<file path="src/rtl/core/image_convolution_3x3_defines.svh">
// ----------------------------------------------------------------------------
// Assertion helpers for the 3x3 convolution core
// Clocked on clk and disabled while rst_n is low in the including module.
// ----------------------------------------------------------------------------
`ifndef IMAGE_CONVOLUTION_3X3_DEFINES_SVH
`define IMAGE_CONVOLUTION_3X3_DEFINES_SVH

// A condition that holds at every clock edge.
`define IC3X3_ASSERT_NOW(lbl, cond, msg) \
  lbl: assert property (@(posedge clk) disable iff (!rst_n) (cond)) else $error(msg);

// A consequence that holds in the same cycle as its trigger.
`define IC3X3_ASSERT_IMP(lbl, ante, cons, msg) \
  lbl: assert property (@(posedge clk) disable iff (!rst_n) (ante) |-> (cons)) \
    else $error(msg);

// A consequence that holds in the cycle after its trigger.
`define IC3X3_ASSERT_NXT(lbl, ante, cons, msg) \
  lbl: assert property (@(posedge clk) disable iff (!rst_n) (ante) |=> (cons)) \
    else $error(msg);

`endif

</file>
<file path="src/rtl/core/ic3x3_pkg.sv">
// ----------------------------------------------------------------------------
// ic3x3_pkg
// Shared types, widths and constants of the 3x3 convolution core.
// ----------------------------------------------------------------------------
package ic3x3_pkg;

  // Default maximum row length in samples.
  localparam int MAX_LINE_DEF   = 8192;
  // Fraction bits of the Q5.10 coefficients.
  localparam int COEF_FRAC_BITS = 10;

  // Field widths.
  localparam int SAMPLE_W   = 8;
  localparam int CH_W       = 2;
  localparam int LEN_W      = 14;
  localparam int SEEN_W     = LEN_W + 1;
  localparam int COEF_W     = 16;
  localparam int COEF_ROW_W = 3 * COEF_W;
  localparam int CFG_DATA_W = COEF_ROW_W;
  localparam int CFG_IDX_W  = 3;

  // Arithmetic widths: 9-bit signed tap times 16-bit coefficient, then sums.
  localparam int PROD_W = SAMPLE_W + 1 + COEF_W;
  localparam int ROW_W  = PROD_W + 2;
  localparam int ACC_W  = PROD_W + 3;

  // Result clamp limits.
  localparam int PIX_MAX = 255;
  localparam int UNIT    = 1;

  // Shift line length per row: taps at 0, stride and twice the stride.
  localparam int SHIFT_LEN = 7;
  localparam int SLOT_W    = 3;

  // Output queue; depth is a power of two.
  localparam int FIFO_DEPTH = 8;
  localparam int FIFO_AW    = $clog2(FIFO_DEPTH);
  localparam int FIFO_CW    = $clog2(FIFO_DEPTH + 1);

  // Item codes.
  localparam logic OP_SAMPLE = 1'b0;
  localparam logic OP_FLUSH  = 1'b1;

  // Channel codes and strides.
  localparam logic [CH_W-1:0] CH_GRAY      = 2'd1;
  localparam logic [CH_W-1:0] STRIDE_GRAY  = 2'd1;
  localparam logic [CH_W-1:0] STRIDE_COLOR = 2'd3;

  // Register reset values.
  localparam logic [CH_W-1:0]       CHANNELS_RST  = 2'd1;
  localparam logic [LEN_W-1:0]      LINE_LEN_RST  = 14'd640;
  localparam logic [LEN_W-1:0]      FRAME_H_RST   = 14'd480;
  localparam logic [COEF_ROW_W-1:0] COEF_ZERO_RST = 48'h0;
  localparam logic [COEF_ROW_W-1:0] COEF_MID_RST  = 48'h0000_0400_0000;

  // Configuration register indexes.
  typedef enum logic [CFG_IDX_W-1:0] {
    REG_CHANNELS     = 3'd0,
    REG_LINE_LENGTH  = 3'd1,
    REG_FRAME_HEIGHT = 3'd2,
    REG_COEF_TOP     = 3'd3,
    REG_COEF_MID     = 3'd4,
    REG_COEF_BOTTOM  = 3'd5
  } cfg_reg_t;

  // Masked 3x3 window handed to the multiply-accumulate stages.
  typedef struct packed {
    logic                                valid;
    logic                                last;
    logic [2:0][2:0][SAMPLE_W-1:0]       tap;
  } ic3x3_win_t;

  // One finished result.
  typedef struct packed {
    logic                valid;
    logic                last;
    logic [SAMPLE_W-1:0] pixel;
  } ic3x3_res_t;

endpackage

</file>
<file path="src/rtl/core/ic3x3_mac.sv">
// ----------------------------------------------------------------------------
// ic3x3_mac
// Nine products, row sums, total and clamp to an 8-bit sample.
// ----------------------------------------------------------------------------
module ic3x3_mac (
  input  logic                                      clk,
  input  logic                                      rst_n,
  input  ic3x3_pkg::ic3x3_win_t                     win,
  input  logic [2:0][ic3x3_pkg::COEF_ROW_W-1:0]     coef,
  output ic3x3_pkg::ic3x3_res_t                     res
);

  localparam int PW = ic3x3_pkg::PROD_W;
  localparam int RW = ic3x3_pkg::ROW_W;
  localparam int AW = ic3x3_pkg::ACC_W;
  localparam int CW = ic3x3_pkg::COEF_W;
  localparam int F  = ic3x3_pkg::COEF_FRAC_BITS;
  localparam logic signed [AW-1:0] ACC_LO = AW'(ic3x3_pkg::UNIT << F);
  localparam logic signed [AW-1:0] ACC_HI = AW'(ic3x3_pkg::PIX_MAX << F);

  logic signed [PW-1:0] tap_s [3][3];
  logic signed [PW-1:0] coef_s [3][3];
  logic signed [PW-1:0] prod_r [3][3];
  logic signed [RW-1:0] row_sum_r [3];
  logic signed [AW-1:0] acc;
  logic [ic3x3_pkg::SAMPLE_W-1:0] pix;
  logic c_v_r, c_last_r, d_v_r, d_last_r;

  // Sign-extend taps and coefficients to product width.
  always_comb begin
    for (int r = 0; r < 3; r++) begin
      for (int c = 0; c < 3; c++) begin
        tap_s[r][c]  = PW'(signed'({1'b0, win.tap[r][c]}));
        coef_s[r][c] = PW'(signed'(coef[r][CW*c +: CW]));
      end
    end
  end

  // Multiply stage.
  always_ff @(posedge clk) begin
    for (int r = 0; r < 3; r++) begin
      for (int c = 0; c < 3; c++) begin
        prod_r[r][c] <= tap_s[r][c] * coef_s[r][c];
      end
    end
    c_last_r <= win.last;
  end

  // Row sum stage.
  always_ff @(posedge clk) begin
    for (int r = 0; r < 3; r++) begin
      row_sum_r[r] <= RW'(prod_r[r][0]) + RW'(prod_r[r][1]) + RW'(prod_r[r][2]);
    end
    d_last_r <= c_last_r;
  end

  // Total and clamp: below one gives zero, above full scale saturates.
  always_comb begin
    acc = AW'(row_sum_r[0]) + AW'(row_sum_r[1]) + AW'(row_sum_r[2]);
    if (acc < ACC_LO) begin
      pix = '0;
    end else if (acc > ACC_HI) begin
      pix = ic3x3_pkg::SAMPLE_W'(ic3x3_pkg::PIX_MAX);
    end else begin
      pix = acc[F +: ic3x3_pkg::SAMPLE_W];
    end
  end

  // Result register and stage valid bits; only the valid bits are reset.
  always_ff @(posedge clk) begin
    res.pixel <= pix;
    res.last  <= d_last_r;
    if (!rst_n) begin
      c_v_r     <= 1'b0;
      d_v_r     <= 1'b0;
      res.valid <= 1'b0;
    end else begin
      c_v_r     <= win.valid;
      d_v_r     <= c_v_r;
      res.valid <= d_v_r;
    end
  end

endmodule

</file>
<file path="config.mk">
export PLATFORM = sky130hd
export DESIGN_NAME = ic3x3_mac
export DESIGN_NICKNAME = d
export VERILOG_FILES = /design/src/rtl/core/image_convolution_3x3_defines.svh /design/src/rtl/core/ic3x3_pkg.sv /design/src/rtl/core/ic3x3_mac.sv
export SDC_FILE = /design/constraint.sdc
export NUM_CORES = 2
export LEC_CHECK = 0
export BUFFER_PORTS_ARGS = -buffer_cell sky130_fd_sc_hd__buf_2
export CAP_MARGIN = 5
export CORE_MARGIN = 2
export CORE_UTILIZATION = 38
export DETAILED_ROUTE_END_ITERATION = 12
export SLEW_MARGIN = 0
export SYNTH_ARGS = -nofsm -noshare
export SYNTH_HDL_FRONTEND = slang
export SYNTH_SLANG_ARGS = --single-unit
export TNS_END_PERCENT = 1
</file>
<file path="constraint.sdc">
create_clock -name clk -period 13.2 [get_ports clk]
set_clock_uncertainty 0.2 [all_clocks]
set_input_delay 0.66 -clock clk [delete_from_list [all_inputs] [get_ports clk]]
set_output_delay 0.66 -clock clk [all_outputs]
set_load 0.005 [all_outputs]
</file>
==> summary.md <==
| Metric | Value |
|---|---|
| Result of the run | finished, final reports clean |
| Number of vias in the routed layout | 38200 |
| Setup repair after global routing missed its margin | false |
| Endpoint class of the critical path | register |
| Unique masters post-synth | 72 |
| Post-synthesis share of cell area spent on xor and xnor gates | 4.33% |
| # rows | 138 |
| First DRT Iteration DRCs | between 1500 and 2000 |
| Slew of the pin with the lowest slew margin | approximately 1100 ps |
| Ordered list of cells on the worst path | buf_2 > and2_1 > fa_1 > inv_1 > fa_1 > inv_1 > fa_1 > inv_1 > fa_1 > inv_1 > ha_1 > o21ai_0 > a21oi_1 > o41ai_1 > o2111a_1 > o31ai_1 > a41o_1 > o41ai_1 > xnor2_1 |
| Number of placed I/O pins | 230 |
| Clock-pin slew reported for the worst setup and hold paths after clock tree synthesis | 70 ps |
| Req. time, crit path | around 13000 ps |
| Mean instance size in the synthesized netlist | just over 9 µm² |
| Number of nets still failing antenna checks after routing | 0 |
| Total CTS buffers | 39 |
| Startpoint type of the worst setup path | input pin |
| Synth warn | 0 |
| Wire length of the first global-routing pass | 207000 µm |
| Layout cells sized above 1 | 5.15% |
| Max-slew violation count | 0 |
| Number of buffer cells added on primary ports | approximately 230 |
| Number of antenna violations at the first check in global routing | 15 |
| Sum of routed wire length over all layers | between 100000 and 150000 µm |
| Post-layout min period | around 5400 ps |
| Number of nets produced by synthesis | just under 8000 |
| Most used DFF post-synth | sky130_fd_sc_hd__dfxtp_1 |
| Simple-gate share of the synthesized area | between 10% and 20% |
| Detailed Place HPWL | 106000 µm |
| CP bufs+invs | 5 |
| Min-delay worst type | reg2reg |
| Most common cell after layout, fill and taps aside | sky130_fd_sc_hd__inv_1 |
| Share of synthesized flip-flops with an asynchronous set or reset | 0% |
| Sum of overflow across all layers after global routing | 0 |
| Path type of the worst setup path | in2reg |
| Synth top area share | 37.7% |
| Final setup vio count | 0 |
| Die outline area | 0.146 mm² |
| CTS tree | built |
| Critical Path Max Stage Delay | ~550 ps |
| Largest family of logic cells by synthesized area | adder cells |
| CTS HTree Levels | 2 |
| Post-layout net count | approximately 8000 |
| Data arrival time of the worst path | 5680 ps |
| Multiplexer share of the synthesized area | 0.0391% |
| Ratio of final minimum period to clock period | between 40 and 50% |
| Length of the first detailed-routing pass in iterations | 5 |
| Avg WL per Cell | ~15 µm |
| Fill cell instance count of the final layout | 14100 |
| Post-route DRC violation count | 0 |
| Library cell contributing the largest single delay on the critical path | sky130_fd_sc_hd__fa_1 |
| Number of violations of the max-capacitance limit | 0 |
| Largest cells by area after synthesis | sky130_fd_sc_hd__fa_1, sky130_fd_sc_hd__ha_1, sky130_fd_sc_hd__dfxtp_1 |
| GRT Total Usage | between 10% and 20% |
| Share of synthesized area occupied by flip-flops and latches | a little under an eighth |
| Area taken by multi-input logic gates | approximately 0.042 mm² |
| Crit-path max FO | 16 |
| Achievable frequency | 184 MHz |
| Max clock buf depth | 3 |
| Starting utilization of the core area | a little under two fifths |
| CTS Root Buffer Type | sky130_fd_sc_hd__clkbuf_16 |
| Std-Cell Core Area | 0.142 mm² |
| Setup TNS | 0 ps |
| Fraction of the mapped netlist area in compound gates | under 10% |
| Cell accounting for the most synthesized area | sky130_fd_sc_hd__fa_1 |
| Number of standard cells after synthesis | around 6000 |
| Most frequent cells in the layout | sky130_fd_sc_hd__inv_1, sky130_fd_sc_hd__fa_1, sky130_fd_sc_hd__and2_1 |
| Post-synthesis instance area | around 0.054 mm² |
| Area overhead of the layout relative to synthesis | 8.66% |
| Worst max-slew margin expressed relative to the limit | roughly 28% |
| Weighted congestion at the end of routability-driven global placement | roughly 0.84 |
| Synth Area in Adders | about 50% |
| Synthesis-stage register bit count | 320 |
| Pin count of the biggest net entering global routing | 17 |
| Vias in the first global route | around 41000 |
| Vias per std cell | 4.73 |
| Die height | between 300 and 400 µm |
| Area taken by flip-flops and latches | 0.00641 mm² |
| Kind of cell adding the most delay to the critical path | adder cells |
| Number of flops mapped to enable cells by yosys | 0 |
| Clk sinks | between 300 and 400 |
| Later-pin clock latency in the skew report | between 500 and 600 ps |
| Die boundary width | approximately 380 µm |
| Fin. Hold Viols | 0 |
worst register-to-register path, cell delays in order, from the launching register on:
cell                       delay, ps
sky130_fd_sc_hd__dfxtp_1         440
sky130_fd_sc_hd__fa_1            460
sky130_fd_sc_hd__ha_1            320
sky130_fd_sc_hd__a211o_1         310
sky130_fd_sc_hd__or2_2           290
sky130_fd_sc_hd__o21ai_1         360
sky130_fd_sc_hd__a211oi_1        220
sky130_fd_sc_hd__a21o_1          200
sky130_fd_sc_hd__a21oi_1         280
sky130_fd_sc_hd__a211oi_1        120
sky130_fd_sc_hd__a211oi_1        850
sky130_fd_sc_hd__nor2_1          290
through the flow:
stage / cells / util (%) / instance area (µm²) / setup WS, ps / hold slack [ps]
final: 8088 / 41.7 / 59100 / 7760 / 115
after global routing: 8086 / 41.7 / 59100 / 7390 / 115
after CTS: 8081 / 41.7 / 59100 / 7810 / 87.0
after detailed placement: 8009 / 40.6 / 57600 / 7230 / 115
after global placement: 8009 / 40.6 / 57600 / 7230 / 112
after floorplan: 5967 / - / 54400 / 7690 / 110
synth_stat cells, drive strengths merged, types with 4 or more instances:
library cell  instances
xnor2               226
nand3                65
or3                  22
and3                 20
a21o                 64
o21bai               31
inv                1444
or4                   5
and2                711
o311a                 4
a41o                  8
o211ai               17
or2                   9
nor4                  9
o21a                 26
nor3                 62
a211oi               19
a2111oi               5
o21ai               112
o41ai                11
o2111ai               6
nand2b               37
clkbuf               77
nor2                158
ha                  551
o31ai                12
a21oi               175
a21boi                8
a211o                 9
fa                 1024
nand4                 8
a31oi                20
nand2               558
a221oi                5
o31a                  6
xor2                 43
a41oi                 5
dfxtp               320
nor2b                32
kinds of logic after synthesis:
kind of cell,Yosys count
XOR/XNOR,269
buffers and inverters,1521
multiplexers,2
AO/OA/AOI/OAI,577
AND/OR/NAND/NOR,1703
adder cells (fa/ha/maj),1575
flip-flops,320
sequential cells by signal, summed over array words and instances, names as in the netlist:
register,flops
d_last_r,1
res,10
row_sum_r,81
prod_r,225
c_last_r,1
d_v_r,1
c_v_r,1
routing by layer:
layer  vias up  global-route usage (%)  routed length, µm
met5         -                       0                  0
met4         0                    2.52               1480
met3       105                    1.92               4170
met2       598                    31.1              61600
met1     19100                    22.8              54600
li1      18500                       -                  -
path summary, 6_finish.rpt:
path / cells past startpoint / to / from / slack [ps]
worst min-delay path: 0 / d_last_r / c_last_r / 120
worst max-delay path: 19 / prod_r[1][49] / win[35] / 7760
worst max register to register: 11 / res[2] / row_sum_r[0][62] / 8670
worst min register to register: 0 / d_last_r / c_last_r / 120
repair_timing:
action | CTS | global route
hold buffers | 1 | 0
resized for setup | 0 | 0
endpoints found under the hold margin | 1 | 0
setup buffers | 0 | 0
cell type report:
| class | instances | area share, % |
|---|---|---|
| clock inverters | 23 | 0.631 |
| flip-flops and latches | 320 | 10.8 |
| repair buffers | 230 | 1.96 |
| inverters | 1444 | 9.17 |
| well taps | 1890 | 4.00 |
| clock buffers | 48 | 1.85 |
| multi-input cells | 4126 | 71.5 |
| diodes | 7 | 0.0296 |
Power is not shown: default switching activity piles up to over one toggle a cycle in this logic, so the estimate is an artifact.
