<file path="src/rtl/core/image_convolution_3x3_defines.svh">
// ----------------------------------------------------------------------------
// Assertion helpers for the 3x3 convolution core
// Clocked on clk and disabled while rst_n is low in the including module.
// ----------------------------------------------------------------------------
`ifndef IMAGE_CONVOLUTION_3X3_DEFINES_SVH
`define IMAGE_CONVOLUTION_3X3_DEFINES_SVH

// A condition that holds at every clock edge.
`define IC3X3_ASSERT_NOW(lbl, cond, msg) \
  lbl: assert property (@(posedge clk) disable iff (!rst_n) (cond)) else $error(msg);

// A consequence that holds in the same cycle as its trigger.
`define IC3X3_ASSERT_IMP(lbl, ante, cons, msg) \
  lbl: assert property (@(posedge clk) disable iff (!rst_n) (ante) |-> (cons)) \
    else $error(msg);

// A consequence that holds in the cycle after its trigger.
`define IC3X3_ASSERT_NXT(lbl, ante, cons, msg) \
  lbl: assert property (@(posedge clk) disable iff (!rst_n) (ante) |=> (cons)) \
    else $error(msg);

`endif

</file>
<file path="src/rtl/core/ic3x3_pkg.sv">
// ----------------------------------------------------------------------------
// ic3x3_pkg
// Shared types, widths and constants of the 3x3 convolution core.
// ----------------------------------------------------------------------------
package ic3x3_pkg;

  // Default maximum row length in samples.
  localparam int MAX_LINE_DEF   = 8192;
  // Fraction bits of the Q5.10 coefficients.
  localparam int COEF_FRAC_BITS = 10;

  // Field widths.
  localparam int SAMPLE_W   = 8;
  localparam int CH_W       = 2;
  localparam int LEN_W      = 14;
  localparam int SEEN_W     = LEN_W + 1;
  localparam int COEF_W     = 16;
  localparam int COEF_ROW_W = 3 * COEF_W;
  localparam int CFG_DATA_W = COEF_ROW_W;
  localparam int CFG_IDX_W  = 3;

  // Arithmetic widths: 9-bit signed tap times 16-bit coefficient, then sums.
  localparam int PROD_W = SAMPLE_W + 1 + COEF_W;
  localparam int ROW_W  = PROD_W + 2;
  localparam int ACC_W  = PROD_W + 3;

  // Result clamp limits.
  localparam int PIX_MAX = 255;
  localparam int UNIT    = 1;

  // Shift line length per row: taps at 0, stride and twice the stride.
  localparam int SHIFT_LEN = 7;
  localparam int SLOT_W    = 3;

  // Output queue; depth is a power of two.
  localparam int FIFO_DEPTH = 8;
  localparam int FIFO_AW    = $clog2(FIFO_DEPTH);
  localparam int FIFO_CW    = $clog2(FIFO_DEPTH + 1);

  // Item codes.
  localparam logic OP_SAMPLE = 1'b0;
  localparam logic OP_FLUSH  = 1'b1;

  // Channel codes and strides.
  localparam logic [CH_W-1:0] CH_GRAY      = 2'd1;
  localparam logic [CH_W-1:0] STRIDE_GRAY  = 2'd1;
  localparam logic [CH_W-1:0] STRIDE_COLOR = 2'd3;

  // Register reset values.
  localparam logic [CH_W-1:0]       CHANNELS_RST  = 2'd1;
  localparam logic [LEN_W-1:0]      LINE_LEN_RST  = 14'd640;
  localparam logic [LEN_W-1:0]      FRAME_H_RST   = 14'd480;
  localparam logic [COEF_ROW_W-1:0] COEF_ZERO_RST = 48'h0;
  localparam logic [COEF_ROW_W-1:0] COEF_MID_RST  = 48'h0000_0400_0000;

  // Configuration register indexes.
  typedef enum logic [CFG_IDX_W-1:0] {
    REG_CHANNELS     = 3'd0,
    REG_LINE_LENGTH  = 3'd1,
    REG_FRAME_HEIGHT = 3'd2,
    REG_COEF_TOP     = 3'd3,
    REG_COEF_MID     = 3'd4,
    REG_COEF_BOTTOM  = 3'd5
  } cfg_reg_t;

  // Masked 3x3 window handed to the multiply-accumulate stages.
  typedef struct packed {
    logic                                valid;
    logic                                last;
    logic [2:0][2:0][SAMPLE_W-1:0]       tap;
  } ic3x3_win_t;

  // One finished result.
  typedef struct packed {
    logic                valid;
    logic                last;
    logic [SAMPLE_W-1:0] pixel;
  } ic3x3_res_t;

endpackage

</file>
<file path="src/rtl/core/ic3x3_stream_if.sv">


interface ic3x3_out_if;
  logic                               valid;
  logic                               ready;
  logic [ic3x3_pkg::SAMPLE_W-1:0]     pixel_out;
  logic                               frame_last;

  modport source (output valid, output pixel_out, output frame_last, input ready);
  modport sink (input valid, input pixel_out, input frame_last, output ready);
endinterface

</file>
<file path="src/rtl/core/ic3x3_out_fifo.sv">
// ----------------------------------------------------------------------------
// ic3x3_out_fifo
// Small result queue that decouples the pipeline from the receiver.
// ----------------------------------------------------------------------------
module ic3x3_out_fifo (
  input  logic                              clk,
  input  logic                              rst_n,
  input  ic3x3_pkg::ic3x3_res_t             push,
  ic3x3_out_if.source                       out_ch,
  output logic [ic3x3_pkg::FIFO_CW-1:0]     count
);

  localparam int D  = ic3x3_pkg::FIFO_DEPTH;
  localparam int PA = ic3x3_pkg::FIFO_AW;
  localparam int CW = ic3x3_pkg::FIFO_CW;

  logic [ic3x3_pkg::SAMPLE_W-1:0] pix_q [D];
  logic                           last_q [D];
  logic [PA-1:0] wr_ptr_r, rd_ptr_r;
  logic [CW-1:0] count_r;
  logic          pop;

  assign pop              = out_ch.valid && out_ch.ready;
  assign out_ch.valid     = (count_r != '0);
  assign out_ch.pixel_out = pix_q[rd_ptr_r];
  assign out_ch.frame_last = last_q[rd_ptr_r];
  assign count            = count_r;

  // Storage.
  always_ff @(posedge clk) begin
    if (push.valid) begin
      pix_q[wr_ptr_r]  <= push.pixel;
      last_q[wr_ptr_r] <= push.last;
    end
  end

  // Pointers and fill level; the credit check upstream keeps pushes in room.
  always_ff @(posedge clk) begin
    if (!rst_n) begin
      wr_ptr_r <= '0;
      rd_ptr_r <= '0;
      count_r  <= '0;
    end else begin
      if (push.valid) begin
        wr_ptr_r <= wr_ptr_r + PA'(1);
      end
      if (pop) begin
        rd_ptr_r <= rd_ptr_r + PA'(1);
      end
      count_r <= count_r + CW'(push.valid) - CW'(pop);
    end
  end

endmodule
</file>
<file path="src/flat_wrapper.sv">
// flat-port wrapper written by rule: the top's interface ports become plain ports
module ic3x3_out_fifo_flat 
  (clk, rst_n, push, count, out_ch_valid, out_ch_pixel_out, out_ch_frame_last, out_ch_ready);
  ic3x3_out_if out_ch_i ();
  input  logic clk;
  input  logic rst_n;
  input  ic3x3_pkg::ic3x3_res_t push;
  output logic [ic3x3_pkg::FIFO_CW-1:0] count;
  output wire logic [$bits(out_ch_i.valid)-1:0] out_ch_valid;
  output wire logic [$bits(out_ch_i.pixel_out)-1:0] out_ch_pixel_out;
  output wire logic [$bits(out_ch_i.frame_last)-1:0] out_ch_frame_last;
  input wire logic [$bits(out_ch_i.ready)-1:0] out_ch_ready;
  assign out_ch_valid = out_ch_i.valid;
  assign out_ch_pixel_out = out_ch_i.pixel_out;
  assign out_ch_frame_last = out_ch_i.frame_last;
  assign out_ch_i.ready = out_ch_ready;
  ic3x3_out_fifo u_core (.clk(clk), .rst_n(rst_n), .push(push), .out_ch(out_ch_i), .count(count));
endmodule
</file>
<file path="config.mk">
export PLATFORM = sky130hd
export DESIGN_NAME = ic3x3_out_fifo_flat
export DESIGN_NICKNAME = d
export VERILOG_FILES = /design/src/rtl/core/image_convolution_3x3_defines.svh /design/src/rtl/core/ic3x3_pkg.sv /design/src/rtl/core/ic3x3_stream_if.sv /design/src/rtl/core/ic3x3_out_fifo.sv /design/src/flat_wrapper.sv
export SDC_FILE = /design/constraint.sdc
export NUM_CORES = 1
export LEC_CHECK = 0
export BUFFER_PORTS_ARGS = -buffer_cell sky130_fd_sc_hd__buf_2
export CORE_UTILIZATION = 35
export DETAILED_ROUTE_END_ITERATION = 16
export PLACE_DENSITY = 0.62
export SLEW_MARGIN = 20
export SYNTH_ARGS = -nofsm -noshare
export SYNTH_HDL_FRONTEND = slang
export SYNTH_SLANG_ARGS = --single-unit
</file>
<file path="constraint.sdc">
create_clock -name clk -period 2.05 [get_ports clk]
set_clock_uncertainty 0.15 [all_clocks]
set_input_delay 0.615 -clock clk [delete_from_list [all_inputs] [get_ports clk]]
set_output_delay 0.615 -clock clk [all_outputs]
set_load 0.1 [all_outputs]
</file>
==> results.sh, run 1 <==
export IMPL_run_status="finished with violations"
export IMPL_violations_in_the_final_reports="setup timing"
export IMPL_dr_pass1_iters=4
export IMPL_cts_root_buf="sky130_fd_sc_hd__clkbuf_8"
export IMPL_yosys_top_cell_by_area="sky130_fd_sc_hd__edfxtp_1"
export IMPL_yosys_most_used_dff="sky130_fd_sc_hd__edfxtp_1"
export IMPL_yosys_register_bits=85
export IMPL_clk_path_buf_depth=2
export IMPL_share_of_synthesized_registers_carrying_an_async_set_or_reset_pct=0
export IMPL_rr_worst_depth=11
export IMPL_worst_setup_hold_path_clk_slew_ns=0.09
export IMPL_relSlewSlack_pct=67.8
export IMPL_hp_class="flip-flop to flip-flop"
export IMPL_synthesis_area_per_instance_um2=19.6
export IMPL_grt_ovfl_total=0
export IMPL_finalWorstSetupSlack_ns=-0.576
export IMPL_dpl_hpwl_mm=3.69
export IMPL_grt_setup_unrepaired="yes"
export IMPL_fp_row_count=35
export IMPL_setup_reg_to_reg_worst_slack_ns=-0.13
export IMPL_cp_data_required_time_ns=1.28
export IMPL_worst_ir_drop_vdd_mv=0.821
export IMPL_number_of_enable_type_register_cells_in_the_synthesized_netlist=72
export IMPL_drv_max_cap_violation_count=0
export IMPL_via_count=1700
export IMPL_number_of_global_route_vias_before_repair=1835
export IMPL_cts_hold_repair_buffers=0
export IMPL_post_drt_wl_per_cell_um=16.7
export IMPL_antenna_violations_before_repair=1
export IMPL_finalMaxSlewViolations=0
export IMPL_timing_final_crit_period_ns=2.63
export IMPL_synth_top_cell_area_share_pct=62.7
export IMPL_hold_start="u_core.rd_ptr_r[2]"
export IMPL_synthCells=176
export IMPL_synth_cells_most_frequent="sky130_fd_sc_hd__edfxtp_1 (72), sky130_fd_sc_hd__mux4_1 (18), sky130_fd_sc_hd__dfxtp_1 (13)"
export IMPL_pwr_density_cell_mw_per_mm2=1270
export IMPL_timing_setup_critical_path_class="flip-flop to output pin"
export IMPL_cp_arrival_ns=1.86
export IMPL_die_area_mm2=0.0103
export IMPL_worst_skew_pair_later_pin_latency_ns=0.35
export IMPL_initial_utilization_pct=36.8
export IMPL_port_buffers=26
export IMPL_cts_buffers=9
export IMPL_tritoncts_clock_tree="done"
export IMPL_grt_first_pass_wirelength_mm=9.52
export IMPL_synth_nets=196
export IMPL_netlist_area_mm2=0.00345
export IMPL_achievable_frequency_mhz=381
export IMPL_timing_hold_ws_ns=0.343
export IMPL_dp_cells=343
export IMPL_route_detailed_vias_per_inst=4.67
export IMPL_cts_htree_levels=3
export IMPL_whs_endpoint="u_core.rd_ptr_r[2]"
export IMPL_ioPinCount=27
export IMPL_detail_route_wirelength_mm=6.07
export IMPL_grtUsageTotal_pct=13.5
export IMPL_final_util_pct=46.2
export IMPL_most_frequently_used_cell_type_in_the_post_synthesis_netlist="sky130_fd_sc_hd__edfxtp_1"
export IMPL_post_synth_num_cell_types=26
export IMPL_dieWidth_um=101
export IMPL_seq_area_frac_synth_pct=70.2
export IMPL_detail_route_iter0_violations=77
export IMPL_area_delta_synth_final_pct=25.6
export IMPL_nets=250
export IMPL_setup_violations_final=13
export IMPL_final_hold_viol_count=0
export IMPL_hold_path_cell_count=2
export IMPL_dr_drc_count=0
export IMPL_netlist_top_cells_area="sky130_fd_sc_hd__edfxtp_1 (63%), sky130_fd_sc_hd__mux4_1 (14%), sky130_fd_sc_hd__dfxtp_1 (7.5%)"
export IMPL_design_core_area_mm2=0.00937
export IMPL_critical_path_max_fanout=6
export IMPL_yosys_warnings=0
export IMPL_numClockSinks=85
export IMPL_critical_path_startpoint_type="flip-flop"
export IMPL_r2r_end="u_core.count[2]"
export IMPL_pin_count_of_the_biggest_net_entering_global_routing=19
export IMPL_floorplan_die_height_um=101
export IMPL_slew_of_the_pin_with_the_lowest_slew_margin_ns=0.487
export IMPL_r2r_start="u_core.count[3]"
export IMPL_drive_above_1_share_pct=46.0
export IMPL_power_leakage_nw=1.54
export IMPL_antenna_left=0
export IMPL_fin_crit_sh_pct=128
export IMPL_layout_cells_non_filler=364
export IMPL_antenna_cells_inserted=0
export IMPL_end_kind="output pin"
export IMPL_gpl_final_weighted_congestion=0.667
## metal layers
| layer | global-route usage [%] | share of wire, % | vias up |
|---|---|---|---|
| met2 | 24.5 | 53 | 44 |
| met4 | 4.01 | 0.99 | 2 |
| li1 | - | - | 791 |
| met1 | 14.5 | 41 | 855 |
| met3 | 5.11 | 5.3 | 8 |
| met5 | 0 | 0.13 | - |
## cells in the final DEF (no fill, tap or decap), types with 2 or more instances in the layout
cell type	instances
sky130_fd_sc_hd__mux2i_1	9
sky130_fd_sc_hd__ha_4	2
sky130_fd_sc_hd__dfxtp_1	8
sky130_fd_sc_hd__buf_12	14
sky130_fd_sc_hd__inv_6	3
sky130_fd_sc_hd__buf_4	16
sky130_fd_sc_hd__inv_2	2
sky130_fd_sc_hd__nand2_1	8
sky130_fd_sc_hd__nor2b_1	2
sky130_fd_sc_hd__edfxtp_1	72
sky130_fd_sc_hd__xnor2_1	2
sky130_fd_sc_hd__dfxtp_4	3
sky130_fd_sc_hd__mux4_2	18
sky130_fd_sc_hd__nor3_1	2
sky130_fd_sc_hd__clkbuf_8	9
sky130_fd_sc_hd__mux2_4	9
sky130_fd_sc_hd__buf_6	3
sky130_fd_sc_hd__nor2_1	7
sky130_fd_sc_hd__ha_1	3
sky130_fd_sc_hd__and2_1	4
sky130_fd_sc_hd__buf_2	16
sky130_fd_sc_hd__nand2b_1	6
sky130_fd_sc_hd__bufinv_16	2
sky130_fd_sc_hd__dfxtp_2	2
## report_power, final
part	switching (mW)	total (mW)	leakage (nW)	internal [mW]
logic	1.22	2.11	0.664	0.883
registers	0.0752	2.06	0.763	1.98
clock network	0.610	1.32	0.117	0.705
total	1.91	5.48	1.54	3.57
## metrics by stage
| stage | setup slack, ns | setup TNS, ns | cell area, um2 | total power, mW |
|---|---|---|---|---|
| finish | -0.576 | -5.48 | 4330 | 5.48 |
| global route | -0.639 | -6.40 | 4330 | 5.71 |
| CTS | -0.652 | -6.27 | 4360 | 5.53 |
| global placement | -0.352 | -3.01 | 3900 | 3.79 |
| detailed placement | -0.366 | -3.10 | 3900 | 3.79 |
| floorplan | -0.531 | -3.25 | 3480 | 3.50 |
## state kept, by name, summed over array words and instances (netlist names), named ones only
name and flops:
u_core.count 4, u_core.rd_ptr_r 3, u_core.last_q 8, u_core.pix_q 64, u_core.wr_ptr_r 3
## critical path: stages, from the launching register on
cell and delay, ns:
sky130_fd_sc_hd__dfxtp_4 0.40, sky130_fd_sc_hd__buf_12 0.14, sky130_fd_sc_hd__mux4_2 0.50, sky130_fd_sc_hd__mux2_4 0.30, sky130_fd_sc_hd__buf_12 0.17
## how the worst max path moves through the flow
stage	from	to	slack, ns	cells past startpoint
3_5_place_dp	flip-flop	out_ch_pixel_out[2]	-0.37	4
5_1_grt	flip-flop	out_ch_pixel_out[6]	-0.64	4
2_1_floorplan	u_core.count[2]	u_core.count[2]	-0.53	10
6_report	flip-flop	out_ch_pixel_out[6]	-0.58	4
3_3_place_gp	flip-flop	out_ch_pixel_out[2]	-0.35	4
4_1_cts	flip-flop	out_ch_pixel_out[5]	-0.65	4
## layout make-up
| cell class | instances | area [um2] |
|---|---|---|
| multi-input cells | 81 | 976 |
| clock inverters | 7 | 103 |
| clock buffers | 9 | 124 |
| repair buffers | 49 | 514 |
| fillers | 822 | 5040 |
| flip-flops and latches | 85 | 2440 |
| inverters | 4 | 17.5 |
| well taps | 129 | 161 |
## repair_timing
item	in CTS	in global routing
buffers inserted	4	1
resized for setup	46	10
gates cloned	1	0
endpoints found under the setup margin	13	13
pin swaps	4	3
## logic make-up (layout without fill, tap and decap cells)
family / after synthesis / count (layout) / share of synthesized area [%]
AO/OA/AOI/OAI: 2 / 2 / 0.363
XOR/XNOR: 3 / 3 / 0.762
adder cells (fa/ha/maj): 7 / 7 / 2.76
buffers and inverters: 10 / 69 / 1.81
flip-flops: 85 / 85 / 70.2
multiplexers: 36 / 36 / 19.3
AND/OR/NAND/NOR: 33 / 33 / 4.79
No activity file was read; power rests on OpenSTA's default activity.
==> run 2, diff against run 1 <==
--- a/config.mk
+++ b/config.mk
@@ -9,6 +9,7 @@
 export CORE_UTILIZATION = 35
 export DETAILED_ROUTE_END_ITERATION = 16
 export PLACE_DENSITY = 0.62
+export REMOVE_ABC_BUFFERS = 1
 export SLEW_MARGIN = 20
 export SYNTH_ARGS = -nofsm -noshare
 export SYNTH_HDL_FRONTEND = slang
==> run 2 against run 1 <==
- the run still ends with setup timing left
- sequential power about the same
- die area unchanged
- first-iteration DRC count decreased by 48%
- via count increased by 2.1%
- maximum frequency decreased by 1.7%
- register-to-register slack improved by 0.02 ns
- critical path depth unchanged
==> results.sh, run 2 (same netlist as run 1, synthesis figures left out) <==
export IMPL_run_status="finished with violations"
export IMPL_violations_in_the_final_reports="setup timing"
export IMPL_critical_path_startpoint_type="flip-flop"
export IMPL_worst_ir_drop_vdd_mv=1.73
export IMPL_pwr_density_cell_mw_per_mm2=1250
export IMPL_critical_path_n_buffers_inverters=2
export IMPL_die_area_mm2=0.0103
export IMPL_layout_cells_non_filler=366
export IMPL_via_count=1736
export IMPL_grt_ovfl_total=0
export IMPL_end_kind="output pin"
export IMPL_final_hold_viol_count=0
export IMPL_grtUsageTotal_pct=13.2
export IMPL_fp_row_count=35
export IMPL_clk_path_buf_depth=2
export IMPL_port_buffers=26
export IMPL_tritoncts_clock_tree="done"
export IMPL_antenna_cells_inserted=0
export IMPL_finalMaxSlewViolations=0
export IMPL_critical_path_max_fanout=9
export IMPL_route_detailed_vias_per_inst=4.74
export IMPL_fin_crit_sh_pct=130
export IMPL_detail_route_wirelength_mm=6.10
export IMPL_dp_cells=345
export IMPL_dr_drc_count=0
export IMPL_postLayoutCellArea_mm2=0.00434
export IMPL_floorplan_die_height_um=101
export IMPL_timing_critical_path_slowest_stage_cell="sky130_fd_sc_hd__mux4_1"
export IMPL_number_of_global_route_vias_before_repair=1806
export IMPL_drv_max_cap_violation_count=0
export IMPL_cts_root_buf="sky130_fd_sc_hd__clkbuf_8"
export IMPL_hp_class="flip-flop to flip-flop"
export IMPL_relSlewSlack_pct=68.1
export IMPL_nets=253
export IMPL_cts_buffers=9
export IMPL_antenna_left=0
export IMPL_critical_path_cell_chain="buf_12 -> mux4_1 -> mux2_2 -> buf_6"
export IMPL_cp_arrival_ns=1.91
export IMPL_crit_cells=4
export IMPL_numClockSinks=85
export IMPL_worst_setup_hold_path_clk_slew_ns=0.08
export IMPL_achievable_frequency_mhz=374
export IMPL_pin_count_of_the_biggest_net_entering_global_routing=19
export IMPL_cts_htree_levels=3
export IMPL_most_common_library_cell_in_the_layout_ignoring_fill_and_taps="sky130_fd_sc_hd__edfxtp_1"
export IMPL_antenna_violations_before_repair=0
export IMPL_final_util_pct=46.3
export IMPL_gpl_final_weighted_congestion=0.650
export IMPL_worst_skew_pair_later_pin_latency_ns=0.34
export IMPL_rr_worst_depth=11
export IMPL_grt_setup_unrepaired="yes"
export IMPL_slew_of_the_pin_with_the_lowest_slew_margin_ns=0.482
export IMPL_power_leakage_nw=1.56
export IMPL_timing_setup_critical_path_class="flip-flop to output pin"
export IMPL_dr_pass1_iters=4
export IMPL_dieWidth_um=101
export IMPL_dpl_hpwl_mm=3.68
export IMPL_timing_hold_ws_ns=0.332
export IMPL_path_delay_family="multiplexers"
export IMPL_finalWorstSetupSlack_ns=-0.621
export IMPL_largest_register_ff_count=64
export IMPL_setup_violations_final=13
export IMPL_ioPinCount=27
export IMPL_grt_first_pass_wirelength_mm=9.49
export IMPL_most_common_layout_cells="sky130_fd_sc_hd__edfxtp_1 (72), sky130_fd_sc_hd__buf_4 (20), sky130_fd_sc_hd__buf_2 (14)"
export IMPL_drive_above_1_share_pct=40.5
export IMPL_hold_path_cell_count=2
export IMPL_initial_utilization_pct=36.8
export IMPL_area_delta_synth_final_pct=25.9
export IMPL_cp_data_required_time_ns=1.28
export IMPL_detail_route_iter0_violations=40
export IMPL_top_register="u_core.pix_q"
export IMPL_dpl_instance_area_mm2=0.00388
export IMPL_critical_path_max_stage_delay_ns=0.55
export IMPL_design_core_area_mm2=0.00937
export IMPL_setup_tns_ns=-5.91
export IMPL_post_drt_wl_per_cell_um=16.7
export IMPL_timing_final_crit_period_ns=2.67
[run 2: cell types whose count changed in the layout (fill, tap and decap cells not counted), moves of 3 or more]
| cell | delta |
|---|---|
| sky130_fd_sc_hd__buf_4 | +4 |
| sky130_fd_sc_hd__mux4_1 | +12 |
| sky130_fd_sc_hd__mux4_2 | -12 |
| sky130_fd_sc_hd__mux2_2 | +5 |
| sky130_fd_sc_hd__buf_12 | -6 |
| sky130_fd_sc_hd__mux2_4 | -5 |
| sky130_fd_sc_hd__buf_8 | +3 |
[run 2: power breakdown]
group | switching, mW | total, mW | internal [mW]
combinational | 1.25 | 2.10 | 0.857
sequential | 0.0566 | 2.03 | 1.97
clock | 0.581 | 1.27 | 0.694
total | 1.88 | 5.41 | 3.52
[run 2: final timing paths]
path                            slack, ns             endpoint               start
worst min-delay path                 0.33            flip-flop  u_core.rd_ptr_r[1]
worst max register to register      -0.11      u_core.count[2]     u_core.count[2]
worst max-delay path                -0.62  out_ch_pixel_out[5]           flip-flop
worst min register to register       0.33            flip-flop  u_core.rd_ptr_r[1]
[run 2: stage by stage]
| stage | setup slack [ns] | total power [mW] |
|---|---|---|
| after floorplan | -1.45 | 3.33 |
| after global placement | -0.392 | 3.68 |
| after detailed placement | -0.403 | 3.70 |
| after CTS | -0.657 | 5.40 |
| after global routing | -0.695 | 5.64 |
| final | -0.621 | 5.41 |
[run 2: what timing repair did]
| item | in CTS | in global routing |
|---|---|---|
| buffers inserted | 3 | 2 |
| resized for setup | 60 | 5 |
| hold buffers | 0 | 0 |
| cloned | 1 | 0 |
| setup endpoints to repair | 13 | 15 |
| pin swaps | 6 | 1 |
[run 2: area by class of cell]
class	instances	area (um2)
Sequential cell	85	2430
Fill cell	818	5030
Timing Repair Buffer	52	513
Inverter	4	15.0
Clock inverter	6	96.3
Tap cell	129	161
Clock buffer	9	124
Multi-Input combinational cell	81	1000
[run 2: metal layers]
metal	GRT usage [%]	vias to the layer above	part of all wire (%)
met5	0	-	0
met4	3.34	0	0.84
met3	4.35	7	4.6
met2	24.1	39	53
met1	14.7	882	41
li1	-	808	-
[run 2: worst min-delay path, cell delays in order, from the launching register on]
cell                      delay (ns)
sky130_fd_sc_hd__dfxtp_1        0.32
sky130_fd_sc_hd__nand2_1        0.07
sky130_fd_sc_hd__mux2i_1        0.06
